$ cat src/rtl/gbci_pkg.sv
package gbci_pkg;

    localparam int GATE_W     = 12;
    localparam int LEN_W      = 13;
    localparam int SAMPLE_W   = 16;
    localparam int OUT_W      = 29;
    localparam int STATUS_W   = 2;
    localparam int CFG_IDX_W  = 3;
    localparam int M_TDATA_W  = 64;
    localparam int M_PAD_W    = M_TDATA_W - 2 * OUT_W;

    localparam logic [STATUS_W-1:0] STATUS_OK       = 2'd0;
    localparam logic [STATUS_W-1:0] STATUS_BAD_BASE = 2'd1;
    localparam logic [STATUS_W-1:0] STATUS_BAD_SIG  = 2'd2;

    localparam logic [CFG_IDX_W-1:0] CFG_RECORD_LENGTH = 3'd0;
    localparam logic [CFG_IDX_W-1:0] CFG_BASELINE_FROM = 3'd1;
    localparam logic [CFG_IDX_W-1:0] CFG_BASELINE_TO   = 3'd2;
    localparam logic [CFG_IDX_W-1:0] CFG_SIGNAL_FROM   = 3'd3;
    localparam logic [CFG_IDX_W-1:0] CFG_SIGNAL_TO     = 3'd4;
    localparam logic [CFG_IDX_W-1:0] CFG_FAST_TO       = 3'd5;

    localparam logic [LEN_W-1:0]  RST_RECORD_LENGTH = 13'd1024;
    localparam logic [GATE_W-1:0] RST_BASELINE_FROM = 12'd0;
    localparam logic [GATE_W-1:0] RST_BASELINE_TO   = 12'd100;
    localparam logic [GATE_W-1:0] RST_SIGNAL_FROM   = 12'd150;
    localparam logic [GATE_W-1:0] RST_SIGNAL_TO     = 12'd1000;
    localparam logic [GATE_W-1:0] RST_FAST_TO       = 12'd300;

    typedef enum logic [4:0] {
        ST_ACC = 5'b00001,
        ST_MUL = 5'b00010,
        ST_DIV = 5'b00100,
        ST_SUB = 5'b01000,
        ST_OUT = 5'b10000
    } state_t;

    typedef struct packed {
        logic busy;
        logic done;
    } div_stat_t;

endpackage

$ cat src/rtl/gated_baseline_charge_integrator.sv
// Within a record one sample word is accepted every cycle.
// After the last sample of a record the block is not ready while the shared
// one-bit-per-cycle divider runs once per integral; the result word turns valid
// as the block turns ready, and a result still waiting stretches the stall.
// A bad gate skips the division and gives both integrals as zero.
// aresetn is synchronous, active low; it restores the default gates and clears all sums.
module gated_baseline_charge_integrator #(
    parameter int MAX_RECORD  = 4096,
    parameter int SAMPLE_BITS = 16
) (
    input  logic                                aclk,
    input  logic                                aresetn,
    input  logic                                s_tvalid,
    output logic                                s_tready,
    // s_tdata: sample
    input  logic [gbci_pkg::SAMPLE_W-1:0]       s_tdata,
    output logic                                m_tvalid,
    input  logic                                m_tready,
    // m_tdata: slow_integral, fast_integral, zero padding
    output logic [gbci_pkg::M_TDATA_W-1:0]      m_tdata,
    // m_tuser: status
    output logic [gbci_pkg::STATUS_W-1:0]       m_tuser,
    input  logic                                cfg_valid,
    output logic                                cfg_ready,
    input  logic [gbci_pkg::CFG_IDX_W-1:0]      cfg_index,
    input  logic [gbci_pkg::LEN_W-1:0]          cfg_data
);

    localparam int GATE_W = gbci_pkg::GATE_W;
    localparam int LEN_W  = gbci_pkg::LEN_W;
    localparam int OUT_W  = gbci_pkg::OUT_W;
    localparam int IDX_W  = $clog2(MAX_RECORD);
    localparam int SUM_W  = SAMPLE_BITS + IDX_W;
    localparam int PROD_W = GATE_W + SUM_W;
    localparam int WIDE_W = (PROD_W > OUT_W) ? PROD_W : OUT_W;
    localparam int CMP_W  = (IDX_W + 1 > LEN_W) ? IDX_W + 1 : LEN_W;

    logic [LEN_W-1:0]  record_length_reg;
    logic [GATE_W-1:0] baseline_from_reg;
    logic [GATE_W-1:0] baseline_to_reg;
    logic [GATE_W-1:0] signal_from_reg;
    logic [GATE_W-1:0] signal_to_reg;
    logic [GATE_W-1:0] fast_to_reg;

    gbci_pkg::state_t state_reg, state_next;
    logic [IDX_W-1:0] index_reg;
    logic [SUM_W-1:0] base_sum_reg, sig_sum_reg, fast_sum_reg;
    logic [SUM_W-1:0] base_hold_reg, sig_hold_reg, fast_hold_reg;
    logic             pass_reg;
    logic [OUT_W-1:0] slow_res_reg, fast_res_reg;
    logic [gbci_pkg::STATUS_W-1:0] status_reg;

    logic             m_tvalid_reg;
    logic [OUT_W-1:0] out_slow_reg, out_fast_reg;
    logic [gbci_pkg::STATUS_W-1:0] out_status_reg;

    logic [SUM_W-1:0]  sample_ext;
    logic [CMP_W-1:0]  idx_c, len_eff;
    logic              in_base, in_sig, in_fast, last;
    logic [SUM_W-1:0]  base_add, sig_add, fast_add;
    logic              bad_base, bad_sig, bad_fast;
    logic              accept, start;
    logic [GATE_W-1:0] glen, blen;
    logic [PROD_W-1:0] quotient;
    logic [WIDE_W-1:0] diff;
    gbci_pkg::div_stat_t div_stat;

    function automatic logic gate_bad(input logic [GATE_W-1:0] from,
                                      input logic [GATE_W-1:0] to,
                                      input logic [CMP_W-1:0]  len);
        return (from >= to) || (CMP_W'(to) >= len - 1'b1);
    endfunction

    assign cfg_ready = 1'b1;

    always_ff @(posedge aclk) begin
        if (!aresetn) begin
            record_length_reg <= gbci_pkg::RST_RECORD_LENGTH;
            baseline_from_reg <= gbci_pkg::RST_BASELINE_FROM;
            baseline_to_reg   <= gbci_pkg::RST_BASELINE_TO;
            signal_from_reg   <= gbci_pkg::RST_SIGNAL_FROM;
            signal_to_reg     <= gbci_pkg::RST_SIGNAL_TO;
            fast_to_reg       <= gbci_pkg::RST_FAST_TO;
        end else if (cfg_valid) begin
            unique case (cfg_index)
                gbci_pkg::CFG_RECORD_LENGTH: record_length_reg <= cfg_data;
                gbci_pkg::CFG_BASELINE_FROM: baseline_from_reg <= cfg_data[GATE_W-1:0];
                gbci_pkg::CFG_BASELINE_TO:   baseline_to_reg   <= cfg_data[GATE_W-1:0];
                gbci_pkg::CFG_SIGNAL_FROM:   signal_from_reg   <= cfg_data[GATE_W-1:0];
                gbci_pkg::CFG_SIGNAL_TO:     signal_to_reg     <= cfg_data[GATE_W-1:0];
                gbci_pkg::CFG_FAST_TO:       fast_to_reg       <= cfg_data[GATE_W-1:0];
                default: ;
            endcase
        end
    end

    always_comb begin
        if (record_length_reg == '0) begin
            len_eff = CMP_W'(1);
        end else if (CMP_W'(record_length_reg) > CMP_W'(MAX_RECORD)) begin
            len_eff = CMP_W'(MAX_RECORD);
        end else begin
            len_eff = CMP_W'(record_length_reg);
        end
    end

    assign sample_ext = SUM_W'(s_tdata[SAMPLE_BITS-1:0]);
    assign idx_c      = CMP_W'(index_reg);
    assign in_base    = (idx_c >= CMP_W'(baseline_from_reg)) && (idx_c < CMP_W'(baseline_to_reg));
    assign in_sig     = (idx_c >= CMP_W'(signal_from_reg)) && (idx_c < CMP_W'(signal_to_reg));
    assign in_fast    = (idx_c >= CMP_W'(signal_from_reg)) && (idx_c < CMP_W'(fast_to_reg));
    assign last       = (idx_c + 1'b1) >= len_eff;
    assign base_add   = in_base ? base_sum_reg + sample_ext : base_sum_reg;
    assign sig_add    = in_sig  ? sig_sum_reg  + sample_ext : sig_sum_reg;
    assign fast_add   = in_fast ? fast_sum_reg + sample_ext : fast_sum_reg;

    assign bad_base = gate_bad(baseline_from_reg, baseline_to_reg, len_eff);
    assign bad_sig  = gate_bad(signal_from_reg, signal_to_reg, len_eff);
    assign bad_fast = gate_bad(signal_from_reg, fast_to_reg, len_eff);

    assign s_tready = (state_reg == gbci_pkg::ST_ACC);
    assign accept   = s_tvalid && s_tready;
    assign start    = (state_reg == gbci_pkg::ST_MUL);
    assign blen     = baseline_to_reg - baseline_from_reg;
    assign glen     = pass_reg ? fast_to_reg - signal_from_reg : signal_to_reg - signal_from_reg;
    assign diff     = WIDE_W'(pass_reg ? fast_hold_reg : sig_hold_reg) - WIDE_W'(quotient);

    gbci_div #(
        .DVD_W (PROD_W),
        .DVS_W (GATE_W)
    ) u_div (
        .aclk     (aclk),
        .aresetn  (aresetn),
        .start    (start),
        .dividend (glen * base_hold_reg),
        .divisor  (blen),
        .stat     (div_stat),
        .quotient (quotient)
    );

    always_comb begin
        state_next = state_reg;
        unique case (state_reg)
            gbci_pkg::ST_ACC: begin
                if (accept && last) begin
                    state_next = (bad_base || bad_sig || bad_fast) ? gbci_pkg::ST_OUT
                                                                   : gbci_pkg::ST_MUL;
                end
            end
            gbci_pkg::ST_MUL: state_next = gbci_pkg::ST_DIV;
            gbci_pkg::ST_DIV: begin
                if (div_stat.done) begin
                    state_next = gbci_pkg::ST_SUB;
                end
            end
            gbci_pkg::ST_SUB: state_next = pass_reg ? gbci_pkg::ST_OUT : gbci_pkg::ST_MUL;
            gbci_pkg::ST_OUT: begin
                if (!m_tvalid_reg || m_tready) begin
                    state_next = gbci_pkg::ST_ACC;
                end
            end
            default: state_next = gbci_pkg::ST_ACC;
        endcase
    end

    always_ff @(posedge aclk) begin
        if (!aresetn) begin
            state_reg    <= gbci_pkg::ST_ACC;
            index_reg    <= '0;
            base_sum_reg <= '0;
            sig_sum_reg  <= '0;
            fast_sum_reg <= '0;
            pass_reg     <= 1'b0;
            m_tvalid_reg <= 1'b0;
        end else begin
            state_reg <= state_next;
            if (accept) begin
                if (last) begin
                    index_reg    <= '0;
                    base_sum_reg <= '0;
                    sig_sum_reg  <= '0;
                    fast_sum_reg <= '0;
                    pass_reg     <= 1'b0;
                end else begin
                    index_reg    <= index_reg + 1'b1;
                    base_sum_reg <= base_add;
                    sig_sum_reg  <= sig_add;
                    fast_sum_reg <= fast_add;
                end
            end
            if (state_reg == gbci_pkg::ST_SUB) begin
                pass_reg <= 1'b1;
            end
            if (state_reg == gbci_pkg::ST_OUT && (!m_tvalid_reg || m_tready)) begin
                m_tvalid_reg <= 1'b1;
            end else if (m_tready) begin
                m_tvalid_reg <= 1'b0;
            end
        end
    end

    always_ff @(posedge aclk) begin
        if (accept && last) begin
            base_hold_reg <= base_add;
            sig_hold_reg  <= sig_add;
            fast_hold_reg <= fast_add;
            slow_res_reg  <= '0;
            fast_res_reg  <= '0;
            priority if (bad_base) begin
                status_reg <= gbci_pkg::STATUS_BAD_BASE;
            end else if (bad_sig || bad_fast) begin
                status_reg <= gbci_pkg::STATUS_BAD_SIG;
            end else begin
                status_reg <= gbci_pkg::STATUS_OK;
            end
        end
        if (state_reg == gbci_pkg::ST_SUB) begin
            if (pass_reg) begin
                fast_res_reg <= diff[OUT_W-1:0];
            end else begin
                slow_res_reg <= diff[OUT_W-1:0];
            end
        end
        if (state_reg == gbci_pkg::ST_OUT && (!m_tvalid_reg || m_tready)) begin
            out_slow_reg   <= slow_res_reg;
            out_fast_reg   <= fast_res_reg;
            out_status_reg <= status_reg;
        end
    end

    assign m_tvalid = m_tvalid_reg;
    assign m_tdata  = {{gbci_pkg::M_PAD_W{1'b0}}, out_fast_reg, out_slow_reg};
    assign m_tuser  = out_status_reg;

endmodule

$ cat src/rtl/gbci_div.sv
module gbci_div #(
    parameter int DVD_W = 40,
    parameter int DVS_W = 12
) (
    input  logic               aclk,
    input  logic               aresetn,
    input  logic               start,
    input  logic [DVD_W-1:0]   dividend,
    input  logic [DVS_W-1:0]   divisor,
    output gbci_pkg::div_stat_t stat,
    output logic [DVD_W-1:0]   quotient
);

    localparam int CNT_W = $clog2(DVD_W + 1);

    logic             busy_reg;
    logic             done_reg;
    logic [CNT_W-1:0] cnt_reg;
    logic [DVD_W-1:0] quo_reg;
    logic [DVS_W-1:0] rem_reg;

    logic [DVS_W:0] shifted;
    logic [DVS_W:0] trial;
    logic           ge;

    // One restoring step per cycle while busy: one quotient bit enters at the bottom.
    assign shifted = {rem_reg, quo_reg[DVD_W-1]};
    assign ge      = shifted >= (DVS_W + 1)'(divisor);
    assign trial   = shifted - (DVS_W + 1)'(divisor);

    always_ff @(posedge aclk) begin
        if (!aresetn) begin
            busy_reg <= 1'b0;
            done_reg <= 1'b0;
            cnt_reg  <= '0;
        end else begin
            done_reg <= 1'b0;
            if (start) begin
                busy_reg <= 1'b1;
                cnt_reg  <= CNT_W'(DVD_W);
            end else if (busy_reg) begin
                cnt_reg <= cnt_reg - 1'b1;
                if (cnt_reg == CNT_W'(1)) begin
                    busy_reg <= 1'b0;
                    done_reg <= 1'b1;
                end
            end
        end
    end

    always_ff @(posedge aclk) begin
        if (start) begin
            quo_reg <= dividend;
            rem_reg <= '0;
        end else if (busy_reg) begin
            quo_reg <= {quo_reg[DVD_W-2:0], ge};
            rem_reg <= ge ? trial[DVS_W-1:0] : shifted[DVS_W-1:0];
        end
    end

    assign stat.busy = busy_reg;
    assign stat.done = done_reg;
    assign quotient  = quo_reg;

endmodule

$ cat config.mk
export PLATFORM = sky130hd
export DESIGN_NAME = gated_baseline_charge_integrator
export DESIGN_NICKNAME = d
export VERILOG_FILES = /design/src/rtl/gbci_pkg.sv /design/src/rtl/gated_baseline_charge_integrator.sv /design/src/rtl/gbci_div.sv
export SDC_FILE = /design/constraint.sdc
export NUM_CORES = 2
export LEC_CHECK = 0
export ABC_CLOCK_PERIOD_IN_PS = 14500
export BUFFER_PORTS_ARGS = -buffer_cell sky130_fd_sc_hd__buf_4
export CORE_ASPECT_RATIO = 1.5
export CORE_MARGIN = 8
export CORE_UTILIZATION = 53
export DETAILED_ROUTE_END_ITERATION = 6
export GPL_ROUTABILITY_DRIVEN = 0
export GPL_TIMING_DRIVEN = 0
export PLACE_DENSITY = 0.67
export SYNTH_ARGS = -nofsm -noshare
export SYNTH_HDL_FRONTEND = slang
export SYNTH_SLANG_ARGS = --single-unit
export TNS_END_PERCENT = 30
$ cat constraint.sdc
create_clock -name aclk -period 14.5 [get_ports aclk]
set_clock_uncertainty 0.05 [all_clocks]
set_input_delay 0 -clock aclk [delete_from_list [all_inputs] [get_ports aclk]]
set_output_delay 0 -clock aclk [all_outputs]
set_load 0.02 [all_outputs]
==> results.yml <==
worst_setup_path:
  crit_path_start: "signal_to_reg[1]"
  worst-setup-path-type: "reg2reg"
  slowest_stage: "mux2i_1"
  crit_required_ns: 14.81
  slowest_delay_ns: 1.03
  end_kind: "flip-flop"
  cp-start-kind: "flip-flop"
  timing.rr.start: "signal_to_reg[1]"
  worstPathArrival_ns: 10.70
  cp_max_fo: 10
  crit_path_frequent_cell: "fa_1"
pwr:
  p_comb_share_pct: 64.6
  p_per_area_nw_per_um2: 197
  intPower_mw: 4.06
  swShare_pct: 47.1
  p_sw_mw: 3.62
  vdd_ir_drop_max_v: 0.000255
  p_leak_nw: 17.1
  p_seq_share_pct: 20.0
  power.total_mw: 7.68
  clkPwrFrac_pct: 15.4
synthesis:
  synthFlopType: "dfxtp_1"
  synth_area_um2: 35200
  synth_async_sr_flop_share_pct: 0
  synth.top_cell.area_share_pct: 15.8
  synth_seq_cells: 440
  synth-edff-count: 186
  yosysSeqAreaShare_pct: 30.3
  synth.avg_cell_area_um2: 9.05
  synth_cell_types: 77
  synth_largest_area_cell: "edfxtp_1"
  syn_inst: 3892
  synthTopCellsByArea: "edfxtp_1 16%, fa_1 15%, dfxtp_1 14%"
  yosysWarnings: 0
placement:
  numPortBuffers: 98
  hpwl_um: 83400
timing:
  fin_crit_sh_pct: 71.6
  finalSetupViolCount: 0
  slew-limit-headroom_pct: -2.01
  fin_hold_ws_ns: 0.0534
  slew_violations: 11
  fin_setup_tns_ns: 0
  fmax_mhz: 96.3
  worst_pin_slew_ns: 1.53
  min_period_ns: 10.39
  rsz0062_at_grt: "no"
  hold_viol: 0
status:
  status: "finished with violations"
  violations: "capacitance limit, slew limit"
clocking:
  cts_resized: 0
  cts.htree.levels: 2
  clk_pin_slew_ns: 0.06
  cts_setup_buffers: 0
  numCtsBuffers: 44
  clk_latency_ns: 0.61
  cts_root_buf: "clkbuf_16"
  clock_sinks: 440
  postCtsHoldBufs: 36
  max-clock-path-buffers: 3
  cts_tree: "built"
final_layout:
  area_delta_synth_final_pct: 10.8
  fill_cells: 5968
  largest_register_ffs: 40
  final_cell_mix: "579 x nand2_1, 429 x inv_1, 312 x ha_1"
  final_common_cell: "nand2_1"
  drive_gt1_share_pct: 6.46
  nets: 4699
hold_path:
  min_path_type: "in2reg"
  worstHoldStart: "s_tdata[13]"
die:
  die_y_um: 332
  die_x_um: 227
  die_area_um2: 75200
  core_area_um2: 66300
  initial_core_util_pct: 53.1
  ioPinCount: 106
  rows: 116
detailed_routing:
  firstDrtPassIters: 6
  drtIter0Drc: 1942
  detail-route-antenna-nets: 0
  remaining_drc_errors: 0
  viasPerCell: 5.75
  finalWirelength_um: 103000
  routedWlPerCell_um: 20.6
  vias: 28700
flow_run:
  cap_violations: 1
global_routing:
  antenna_found_initial: 2
  grt_max_degree: 59
  grt_pass1_vias: 29100
  track_usage_pct: 27.4
  grt_pass1_wl_um: 160000
  grt-ovfl-total: 0
-- cell families after synthesis --
kind of cell               Yosys count  share of synthesized area (%)
AOI/OAI and AO/OA                  829                           14.4
xor gates and xnor gates           180                           4.47
and+or+nand+nor                   1199                           15.9
buffers and inverters              592                           6.40
other                                2                         0.0213
muxes                               70                           2.19
adders and majority gates          580                           26.3
DFF                                440                           30.3
-- power by group through the flow --
stage               Sequential, mW  Combinational (mW)  Clock, mW
CTS                           1.54                4.98       1.20
finish                        1.54                4.96       1.18
global route                  1.55                5.57       1.24
global placement              1.56                4.88          0
detailed placement            1.56                4.94          0
floorplan                     1.53                3.62          0
-- worst max-delay path, delay by kind of cell (launching register included) --
kind	cells	cell delay, ns
compound gates	13	3.92
buf+inv	4	0.51
mux	1	1.03
flops	1	0.57
simple gates	3	0.60
xor+xnor	1	0.16
fa+ha+maj	7	3.29
-- cell usage after synthesis, drive strengths merged, types with 5 or more instances --
| master | number |
|---|---|
| o21a | 35 |
| and3 | 34 |
| xnor2 | 105 |
| a311oi | 5 |
| fa | 268 |
| nand2 | 580 |
| a21o | 73 |
| o21bai | 17 |
| mux2i | 12 |
| nor4 | 14 |
| nand4 | 30 |
| ha | 312 |
| or4 | 5 |
| clkbuf | 138 |
| a22oi | 34 |
| dfxtp | 254 |
| nand3b | 14 |
| mux2 | 58 |
| nor3b | 13 |
| o31ai | 21 |
| buf | 24 |
| or3 | 20 |
| a22o | 22 |
| a31oi | 20 |
| nor2 | 159 |
| xor2 | 75 |
| inv | 430 |
| a21oi | 246 |
| or2 | 6 |
| and4 | 7 |
| nand3 | 89 |
| o2111ai | 5 |
| nor3 | 37 |
| o22ai | 7 |
| a2111oi | 5 |
| o211ai | 24 |
| and2 | 61 |
| a211oi | 15 |
| nand2b | 53 |
| nor2b | 71 |
| a21boi | 5 |
| o21ai | 252 |
| edfxtp | 186 |
-- final timing paths --
kind                                      endpoint  cells past startpoint  slack, ns
worst max-delay path            u_div.quotient[37]                     29       4.11
worst min-delay path               sig_sum_reg[13]                      5       0.05
worst max register to register  u_div.quotient[37]                     29       4.11
worst min register to register          m_tuser[0]                      0       0.37
-- layer usage --
layer  track usage, %  up-vias  wire length (um)
met4             18.3        2              8310
met2             50.3      927             52900
met3             3.79      362              4990
met5                0        -                16
met1             28.4    13900             37000
li1                 -    13600                 -
-- area by class of cell --
cell class              count  area (um^2)  share of cell area, %
diodes                      1         2.50                0.00641
plain buffers             162          643                   1.65
clock buffers              59         1220                   3.12
clock inverters            22          264                  0.676
inverters                 430         1620                   4.14
multi-input cells        2865        22400                   57.2
flip-flops and latches    440        10700                   27.3
well taps                 885         1110                   2.83
repair buffers            139         1180                   3.02
-- metrics by stage --
step / util, % / instances / worst slack, ns / cell area [um^2]
2_1_floorplan: - / 3897 / 6.40 / 35300
3_3_place_gp: 55.9 / 4880 / 4.31 / 37100
3_5_place_dp: 56.1 / 4884 / 4.22 / 37200
4_1_cts: 58.9 / 5001 / 4.21 / 39000
5_1_grt: 58.9 / 5002 / 3.50 / 39100
6_report: 58.9 / 5003 / 4.11 / 39100
Note: power is estimated with default switching activity, not from simulation.
